[config.mk]
export PLATFORM = sky130hd
export DESIGN_NAME = small_matrix_multiply_unit
export DESIGN_NICKNAME = d
export VERILOG_FILES = /design/src/rtl/smm_pkg.sv /design/src/rtl/smm_ram.sv /design/src/rtl/smm_cell.sv /design/src/rtl/small_matrix_multiply_unit.sv
export SDC_FILE = /design/constraint.sdc
export NUM_CORES = 2
export LEC_CHECK = 0
export ABC_AREA = 1
export BUFFER_PORTS_ARGS = -buffer_cell sky130_fd_sc_hd__clkbuf_2
export CAP_MARGIN = 20
export CORE_MARGIN = 3
export CORE_UTILIZATION = 40
export CTS_BUF_LIST = sky130_fd_sc_hd__clkbuf_2 sky130_fd_sc_hd__clkbuf_4 sky130_fd_sc_hd__clkbuf_8
export DETAILED_ROUTE_END_ITERATION = 10
export PLACE_DENSITY_LB_ADDON = 0.12
export SLEW_MARGIN = 15
export SYNTH_ARGS = -nofsm -noshare
export SYNTH_HDL_FRONTEND = slang
export SYNTH_SLANG_ARGS = --single-unit
[constraint.sdc]
create_clock -name clk -period 6.9 [get_ports clk]
set_clock_uncertainty 0.05 [all_clocks]
set_input_delay 0.345 -clock clk [delete_from_list [all_inputs] [get_ports clk]]
set_output_delay 0.345 -clock clk [all_outputs]
set_load 0.02 [all_outputs]
[src/rtl/smm_pkg.sv]
`timescale 1ns / 1ps
// ----------------------------------------------------------------------------
// smm_pkg
// Shared types and constants of the small matrix multiply unit.
// ----------------------------------------------------------------------------
package smm_pkg;

  localparam int MAX_DIM_DEF = 8;
  localparam int FRAC_BITS   = 8;
  localparam int VAL_W       = 16;
  localparam int POS_W       = 6;
  localparam int DIM_W       = 4;
  localparam logic [DIM_W-1:0] DIM_RESET = 4'd8;

  typedef struct packed {
    logic             operand_sel;
    logic [POS_W-1:0] position;
    logic signed [VAL_W-1:0] elem_value;
    logic             go;
  } in_item_t;

  typedef struct packed {
    logic [POS_W-1:0] out_position;
    logic signed [VAL_W-1:0] out_value;
    logic             last;
  } out_item_t;

  // Control carried down the cell chain next to each operand pair.
  typedef struct packed {
    logic             valid;
    logic             first_k;
    logic             last_k;
    logic             last_elem;
    logic [POS_W-1:0] pos;
  } mac_ctl_t;

endpackage

[src/rtl/smm_ram.sv]
`timescale 1ns / 1ps
// ----------------------------------------------------------------------------
// smm_ram
// Generic single-port-write, single-port-read RAM with registered read.
// ----------------------------------------------------------------------------
module smm_ram #(
  parameter int WIDTH = 16,
  parameter int DEPTH = 64
) (
  input  logic                     clk,
  input  logic                     we,
  input  logic [$clog2(DEPTH)-1:0] waddr,
  input  logic [WIDTH-1:0]         wdata,
  input  logic [$clog2(DEPTH)-1:0] raddr,
  output logic [WIDTH-1:0]         rdata
);
  logic [WIDTH-1:0] mem [DEPTH];

  always_ff @(posedge clk) begin
    if (we) begin
      mem[waddr] <= wdata;
    end
    rdata <= mem[raddr];
  end
endmodule

[src/rtl/smm_cell.sv]
`timescale 1ns / 1ps
// ----------------------------------------------------------------------------
// smm_cell
// One cell of the chain: registers its inputs and hands them on.
// The multiply cell forms the product, the accumulate cell sums it.
// ----------------------------------------------------------------------------
module smm_cell #(
  parameter int ROLE = 0  // 0 multiply, 1 accumulate
) (
  input  logic                  clk,
  input  logic                  rst,
  input  smm_pkg::mac_ctl_t     ctl_in,
  input  logic signed [39:0]    a_in,
  input  logic signed [39:0]    b_in,
  output smm_pkg::mac_ctl_t     ctl_out,
  output logic signed [39:0]    data_out
);
  logic signed [39:0] acc;

  always_ff @(posedge clk) begin
    if (rst) begin
      ctl_out <= '0;
    end else begin
      ctl_out <= ctl_in;
    end
  end

  generate
    if (ROLE == 0) begin : g_mul
      always_ff @(posedge clk) begin
        acc <= 40'($signed(a_in[15:0]) * $signed(b_in[15:0]));
      end
    end else begin : g_acc
      always_ff @(posedge clk) begin
        if (ctl_in.valid) begin
          acc <= ctl_in.first_k ? a_in : acc + a_in;
        end
      end
    end
  endgenerate

  // Multiply cell: a_in/b_in are signed 16-bit values sign-extended.
  assign data_out = (ROLE == 0) ? acc : acc + (b_in & 40'sd0);
endmodule

[src/rtl/small_matrix_multiply_unit.sv]
`timescale 1ns / 1ps
// ----------------------------------------------------------------------------
// small_matrix_multiply_unit
// Element items are accepted while busy is low. A go item starts the product:
// one multiply-add per cycle, through a chain of read, multiply, accumulate
// and round cells.
// Results appear one per strobe and cannot be stalled; busy stays high
// until the last one is out. Reset sets dim to 8; stores are undefined.
// ----------------------------------------------------------------------------
module small_matrix_multiply_unit #(
  parameter int MAX_DIM = smm_pkg::MAX_DIM_DEF
) (
  input  logic                 clk,
  input  logic                 rst,
  input  logic                 start,
  output logic                 busy,
  input  smm_pkg::in_item_t    in_item,
  input  logic                 cfg_valid,
  output logic                 cfg_ready,
  input  logic [smm_pkg::DIM_W-1:0] cfg_data,
  output logic                 out_strobe,
  output smm_pkg::out_item_t   out_item
);
  localparam int DEPTH = MAX_DIM * MAX_DIM;
  localparam int AW    = $clog2(DEPTH);
  localparam int CW    = $clog2(MAX_DIM + 1);

  localparam logic [1:0] S_IDLE = 2'd0;
  localparam logic [1:0] S_RUN  = 2'd1;
  localparam logic [1:0] S_TAIL = 2'd2;

  logic [1:0] state;
  logic [smm_pkg::DIM_W-1:0] dim;
  logic [CW-1:0] n, i, j, k;
  logic [2:0] tail;
  logic accept;

  assign accept    = start && !busy;
  assign cfg_ready = (state == S_IDLE);
  assign busy      = (state != S_IDLE);

  always_comb begin
    if (dim == '0) begin
      n = CW'(1);
    end else if ({{(32-smm_pkg::DIM_W){1'b0}}, dim} > MAX_DIM) begin
      n = CW'(MAX_DIM);
    end else begin
      n = CW'(dim);
    end
  end

  logic wr_ok;
  assign wr_ok = accept && ({{(32-smm_pkg::POS_W){1'b0}}, in_item.position} < DEPTH);

  // Address of first(i,k) and second(k,j).
  logic [AW-1:0] addr_a, addr_b;
  assign addr_a = AW'(32'(i) + 32'(k) * 32'(n));
  assign addr_b = AW'(32'(k) + 32'(j) * 32'(n));

  logic [smm_pkg::VAL_W-1:0] ra, rb;

  smm_ram #(.WIDTH(smm_pkg::VAL_W), .DEPTH(DEPTH)) u_first (
    .clk(clk), .we(wr_ok && !in_item.operand_sel),
    .waddr(AW'(in_item.position)), .wdata(in_item.elem_value),
    .raddr(addr_a), .rdata(ra)
  );
  smm_ram #(.WIDTH(smm_pkg::VAL_W), .DEPTH(DEPTH)) u_second (
    .clk(clk), .we(wr_ok && in_item.operand_sel),
    .waddr(AW'(in_item.position)), .wdata(in_item.elem_value),
    .raddr(addr_b), .rdata(rb)
  );

  smm_pkg::mac_ctl_t ctl_issue, ctl_rd, ctl_mul, ctl_acc;
  logic running;
  assign running = (state == S_RUN);

  always_comb begin
    ctl_issue.valid     = running;
    ctl_issue.first_k   = (k == '0);
    ctl_issue.last_k    = (k == n - 1'b1);
    ctl_issue.last_elem = (i == n - 1'b1) && (j == n - 1'b1);
    ctl_issue.pos       = smm_pkg::POS_W'(32'(i) + 32'(j) * 32'(n));
  end

  always_ff @(posedge clk) begin
    if (rst) begin
      state <= S_IDLE;
      dim   <= smm_pkg::DIM_RESET;
      ctl_rd <= '0;
      i <= '0; j <= '0; k <= '0; tail <= '0;
    end else begin
      ctl_rd <= ctl_issue;
      if (cfg_valid && cfg_ready) begin
        dim <= cfg_data;
      end
      case (state)
        S_IDLE: begin
          if (accept && in_item.go) begin
            state <= S_RUN;
            i <= '0; j <= '0; k <= '0;
          end
        end
        S_RUN: begin
          if (k != n - 1'b1) begin
            k <= k + 1'b1;
          end else begin
            k <= '0;
            if (i != n - 1'b1) begin
              i <= i + 1'b1;
            end else begin
              i <= '0;
              if (j != n - 1'b1) begin
                j <= j + 1'b1;
              end else begin
                state <= S_TAIL;
                tail  <= 3'd5;
              end
            end
          end
        end
        S_TAIL: begin
          tail <= tail - 1'b1;
          if (tail == 3'd1) begin
            state <= S_IDLE;
          end
        end
        default: state <= S_IDLE;
      endcase
    end
  end

  logic signed [39:0] prod, accv;

  smm_cell #(.ROLE(0)) u_mul (
    .clk(clk), .rst(rst), .ctl_in(ctl_rd),
    .a_in(40'(signed'(ra))), .b_in(40'(signed'(rb))),
    .ctl_out(ctl_mul), .data_out(prod)
  );
  smm_cell #(.ROLE(1)) u_acc (
    .clk(clk), .rst(rst), .ctl_in(ctl_mul),
    .a_in(prod), .b_in('0),
    .ctl_out(ctl_acc), .data_out(accv)
  );

  // Round half up, then saturate to Q8.8.
  logic signed [39:0] rnd;
  assign rnd = (accv + 40'sd128) >>> smm_pkg::FRAC_BITS;

  always_ff @(posedge clk) begin
    if (rst) begin
      out_strobe <= 1'b0;
    end else begin
      out_strobe <= ctl_acc.valid && ctl_acc.last_k;
    end
    out_item.out_position <= ctl_acc.pos;
    out_item.last         <= ctl_acc.last_elem;
    if (rnd > 40'sd32767) begin
      out_item.out_value <= 16'sh7FFF;
    end else if (rnd < -40'sd32768) begin
      out_item.out_value <= 16'sh8000;
    end else begin
      out_item.out_value <= rnd[15:0];
    end
  end
endmodule

# Word level (Yosys, flattened, before mapping)
# Memory sizes are Yosys's and may differ from the RTL's. A register that Yosys moved wholly into a read port is not among the register bits.
# Index checks and enable logic that the tools add are counted.
totals:
  ff_bits: 154
  ramBits: 2048
  input_bits: 32
  out_inout_bits: 26
  word_cells: 107
  n_memories: 2
classes:
  addsub: 10
  n_mul: 3
  magnitude_cmp: 3
  n_eq_ne: 15
  muxes: 28
  reduce_logical: 20
mem_list:
  columns: ["name", "depth", "word_bits", "read_ports", "rd_ports_with_merged_regs", "write_ports", "line_no", "rtl"]
  rows:
  - ["u_first.mem", 64, 16, 1, 1, 1, "smm_ram.sv:17", "logic [WIDTH-1:0] mem [DEPTH];"]
  - ["u_second.mem", 64, 16, 1, 1, 1, "smm_ram.sv:17", null]
op_table:
  columns: ["cell", "count"]
  rows:
  - ["$add 40x40->40", 1]
  - ["$add 40x9->40 const B", 1]
  - ["$mux 40", 1]
  - ["$mux 4", 9]
  - ["$gt 32x16->1 const B", 1]
  - ["$lt 32x16->1 const B", 1]
  - ["$mul 16x16->32", 1]
  - ["$pmux 4 s2", 3]
  - ["$add 4x6->6", 3]
  - ["$mux 16", 1]
  - ["$add 4x1->4 const B", 3]
  - ["$eq 4x4->1", 3]
  - ["$mul 4x4->6", 2]
  - ["$ne 4x4->1", 3]
  - ["$mux 2", 5]
  - ["$reduce_and 5->1", 2]
  - ["$mux 3", 3]
  - ["$logic_not 4->1", 2]
  - ["$ne 2x2->1 const B", 4]
  - ["$logic_and 1x1->1", 7]
  - ["$pmux 2 s3", 1]
  - ["$pmux 3 s2", 1]
  - ["$reduce_bool 2->1", 3]
  - ["$gt 4x4->1 const B", 1]
  - ["other kinds (12)", 17]

# Depth between registers and ports, before layout
logic_depth:
  ltp_word: 9
  mapped_depth: 28
  ltp_nobuf: 26

# Hierarchy
# Synthesis repeated with hierarchy kept, for this count alone.
unflattened:
  hier_cells: 10036
  area_unflattened_um2: 105329.8
by_module_without_submodules:
  columns: ["mod", "instances", "cells_each", "area_each_um2", "seq_area_each_um2"]
  rows:
  - ["smm_ram", 2, 3517, 42099.1, 31069.8]
  - ["smm_cell (u_mul)", 1, 1609, 12051.6, 840.8]
  - ["smm_cell (u_acc)", 1, 788, 4889.7, 1401.3]
  - ["small_matrix_multiply_unit", 1, 605, 4190.3, 1101.1]

# Worst setup path before layout
# Ideal clock, no wire load.
synth_path:
  path_kind: "register to register"
  startpoint: "register u_first.rdata[15] (read register of u_first.mem)"
  endpoint: "register u_mul.acc[29] (netlist: u_mul.data_out[29])"
  setup_ns: 0.123
  arrival_time_ns: 5.483
  required_ns: 6.727
  path_slack_ns: 1.244
  stages_incl_launch_ff: 21
  n_path_buf: 1
  period_less_slack_ns: 5.656
  cell_sequence: "dfxtp_1 > clkbuf_1 > nand2_1 > inv_1 > fa_1 > fa_1 > fa_1 > fa_1 > fa_1 > inv_1 > fa_1 > inv_1 > ha_1 > nand2_1 > nor2_1 > inv_1 > nor3_1 > nand3_1 > nand3_1 > a21oi_1 > xor2_1"
synth_between:
  elab_chain_len: 1
synth_rtl:
  columns: ["item", "line_no", "rtl"]
  rows:
  - ["start: declaration", "smm_ram.sv:15", "output logic [WIDTH-1:0] rdata"]
  - ["$mul 16x16->32", "smm_cell.sv:31", "acc <= 40'($signed(a_in[15:0]) * $signed(b_in[15:0]));"]
  - ["end signal: assignment", "smm_cell.sv:31", null]
  - ["end: declaration", "smm_cell.sv:18", "logic signed [39:0] acc;"]
# No other way between the ends.
# A chain may end at the register's enable or synchronous reset.

# Final worst setup path
# Same ends and word-level chain as after synthesis.

==> summary.md <==
| Metric | Value |
|---|---|
| CP endpoint kind | `flip-flop` |
| Layout cells sized above 1 | `11.42%` |
| Synthesized area | `101200 sq um` |
| IO Pins | `58` |
| Starting density of the core | `40.46%` |
| Class of the most critical setup path | `flip-flop to flip-flop` |
| Initial DRC count | `6177` |
| Avg Cell Area, Syn | `11.96 sq um` |
| Unrepaired setup endpoints after global routing | `no` |
| Max Fclk | `0.1620 GHz` |
| Gr usage total | `23.09%` |
| H-tree depth | `5` |
| Max Transition Viols Final | `0` |
| DR vias/cell | `5.475` |
| Buf/Inv on CP | `4` |
| First-pass GRT wire length | `448.8 mm` |
| # Max-Cap Violations | `0` |
| Gate Count Post-Synth | `8458` |
| Placed cell count | `11560` |
| Aggregate global routing overflow | `0` |
| CP cell instances | `nand2_1 > inv_1 > fa_1 > fa_1 > fa_1 > fa_1 > fa_1 > inv_1 > fa_1 > inv_1 > ha_1 > nand2_1 > nor2_1 > inv_1 > nor3_1 > nand3_1 > nand3_1 > a21oi_1 > xor2_1` |
| Hold crit path type | `primary input to flip-flop` |
| Row count | `183` |
| Number of flops mapped to enable cells by yosys | `2088` |
| Via count | `67340` |
| Total routed wirelength | `301.8 mm` |
| HPWL Detailed | `181.0 mm` |
| Slew headroom | `25.11%` |
| Post-route insts no fill | `12300` |
| Status | `finished clean` |
| GPL Wtd Cong | `0.8850` |
| Die Wd | `508.9 um` |
| CTS root buf | `clkbuf_8` |
| # DRC | `0` |
| Fin. Hold Viols | `0` |
| I/O Buffers | `57` |
| TritonCTS clock tree | `yes` |
| Prevailing post-synth register cell | `edfxtp_1` |
| Critical Path RT | `7.69 ns` |
| Period utilization | `89.47%` |
| Sequential cell area fraction in the yosys report | `64.71%` |
| Hold_ws | `0.1991 ns` |
| Core box area | `250000 sq um` |
| Die area | `259000 sq um` |
| CP peak stage delay | `0.90 ns` |
| CTS sink count | `2226` |
| CP top delay family | `adder cells` |
| Worst Tran Pin Value | `1.123 ns` |
| Critical path's most frequent cell | `fa_1` |
| Nets | `9134` |
| FF+latch count, synth | `2226` |
| CTS Buf Count | `394` |
| Setup bufs post-CTS | `0` |
| Fin crit period | `6.173 ns` |
| Die H | `508.9 um` |
| Cell at the slowest stage of the critical path | `fa_1` |
| Clk_lat worst skew | `1.09 ns` |
| Vias in the first global route | `67240` |
| First-pass iteration count of the detailed router | `6` |
| Setup_tns | `0 ns` |
| Critical Path AT | `6.97 ns` |
| CP Launch Type | `flip-flop` |
| Setup violators final | `0` |
| Yosys cell types | `52` |
| Post-route ant nets | `0` |
| Register clock-pin slew on the reported worst setup and hold paths | `0.06 ns` |
| Layout fillers | `23090` |
| Initial antenna violation count | `15` |
| Area grow syn2layout | `12.68%` |
| Post-DR wirelength/cell | `24.54 um` |
| Clk buf depth | `4` |
| Post-CTS Resized | `0` |
| Largest net degree at the start of global routing | `179` |
| Peak fanout along the critical path | `16` |
| YS warnings | `0` |
| Synth Net Count | `8922` |
| Async SR Flop Fraction | `0%` |
[per-layer routing]
metal  GRT usage, %  vias to the layer above  share of wire [%]
li1               -                    30670                  -
met1          32.15                    34130                 44
met2          37.45                     2076                 48
met3          3.055                      453                5.5
met4          7.615                        2                3.0
met5              0                        -             0.0050
[cell usage in the layout (no fill, tap or decap), types with 10 or more instances in the layout]
| master | synthesis | final |
|---|---|---|
| o21bai_1 | 37 | 37 |
| nor2_4 | 4 | 15 |
| o211ai_1 | 59 | 59 |
| o21ai_0 | 819 | 819 |
| nor2_1 | 1088 | 1000 |
| clkbuf_8 | 0 | 407 |
| o221ai_1 | 381 | 381 |
| clkinv_2 | 0 | 50 |
| diode_2 | 0 | 10 |
| buf_12 | 0 | 25 |
| a21oi_1 | 252 | 252 |
| ha_1 | 157 | 154 |
| fa_1 | 275 | 273 |
| inv_1 | 646 | 643 |
| nand2_1 | 1107 | 1107 |
| buf_4 | 9 | 188 |
| or2_2 | 20 | 20 |
| xor2_1 | 42 | 40 |
| dlygate4sd3_1 | 0 | 44 |
| mux2i_1 | 135 | 135 |
| clkbuf_4 | 0 | 104 |
| dfxtp_1 | 138 | 137 |
| a21o_1 | 11 | 11 |
| clkinv_1 | 1 | 107 |
| nor3_1 | 34 | 26 |
| bufinv_16 | 0 | 10 |
| nand3_1 | 424 | 423 |
| xnor2_1 | 29 | 27 |
| a32oi_1 | 57 | 57 |
| o22ai_1 | 58 | 58 |
| a31oi_1 | 11 | 11 |
| edfxtp_1 | 2088 | 2088 |
| buf_6 | 2 | 14 |
| nor2_2 | 5 | 82 |
| nand4_1 | 18 | 18 |
| clkbuf_2 | 0 | 41 |
[final timing paths]
path | cells past startpoint | to | from | slack [ns]
max | 19 | u_mul.data_out[29] | u_first.rdata[15] | 0.73
min | 4 | k[1] | start | 0.20
max reg2reg | 19 | u_mul.data_out[29] | u_first.rdata[15] | 0.73
min reg2reg | 0 | out_item[19] | u_acc.ctl_out[2] | 0.28
[worst register-to-register path, stage by stage, from the launching register on]
cell and delay, ns:
dfxtp_1 0.68, nand2_1 0.20, inv_1 0.16, fa_1 0.58, fa_1 0.90, fa_1 0.53
fa_1 0.51, fa_1 0.49, inv_1 0.05, fa_1 0.48, inv_1 0.04, ha_1 0.34
nand2_1 0.11, nor2_1 0.19, inv_1 0.09, nor3_1 0.19, nand3_1 0.11, nand3_1 0.14
a21oi_1 0.09, xor2_1 0.14
[final cells by class]
type / instances / area, sq um / share of cell area, %
Tap cell: 3330 / 4167 / 3.655
Multi-Input combinational cell: 5070 / 31560 / 27.69
Inverter: 656 / 2492 / 2.187
Sequential cell: 2226 / 65460 / 57.43
Clock buffer: 509 / 6367 / 5.586
Timing Repair Buffer: 322 / 2875 / 2.523
Clock inverter: 175 / 1030 / 0.9034
Antenna cell: 10 / 25.02 / 0.02195
[sequential cells by signal, summed over array words and instances, names as in the netlist]
register / flops
u_second.rdata: 16
i: 4
ctl_rd: 10
u_first.rdata: 16
k: 4
u_acc.ctl_out: 9
u_second.mem: 1024
u_mul.ctl_out: 10
out_item: 23
out_strobe: 1
dim: 4
state: 2
u_mul.data_out: 32
u_first.mem: 1024
j: 4
tail: 3
u_acc.acc: 40
[Yosys cell counts (all sizes together), types with 58 or more instances]
| library cell | number | area (sq um) |
|---|---|---|
| a21oi | 252 | 1261 |
| buf | 160 | 827.0 |
| clkbuf | 346 | 1299 |
| dfxtp | 138 | 2763 |
| edfxtp | 2088 | 62700 |
| fa | 275 | 5505 |
| ha | 157 | 1964 |
| inv | 655 | 2459 |
| mux2i | 135 | 1351 |
| nand2 | 1115 | 4210 |
| nand3 | 426 | 2142 |
| nor2 | 1097 | 4160 |
| o211ai | 59 | 442.9 |
| o21ai | 828 | 4151 |
| o221ai | 381 | 3337 |
| o22ai | 58 | 362.9 |
[cell families after synthesis]
family          share of synthesized area, %
xor+xnor                              0.6951
mux                                    1.336
flops                                  64.71
fa+ha+maj                              7.384
simple gates                           10.84
buf+inv                                4.536
compound gates                         10.49
[stage by stage]
step                worst slack (ns)  utilization (%)  area, sq um
floorplan                      1.244                -       101200
global placement              0.7777            42.35       105900
detailed placement            0.7352            42.42       106100
CTS                           0.7244            45.56       113900
global route                  0.3925            45.58       114000
finish                        0.7269            45.59       114000
[timing repair]
item / CTS / global route
hold buffers: 44 / 0
endpoints found under the setup margin: 0 / 0
hold endpoints to repair: 1164 / 0
Power is not shown: default switching activity piles up to over one toggle a cycle in this logic, so the estimate is an artifact.
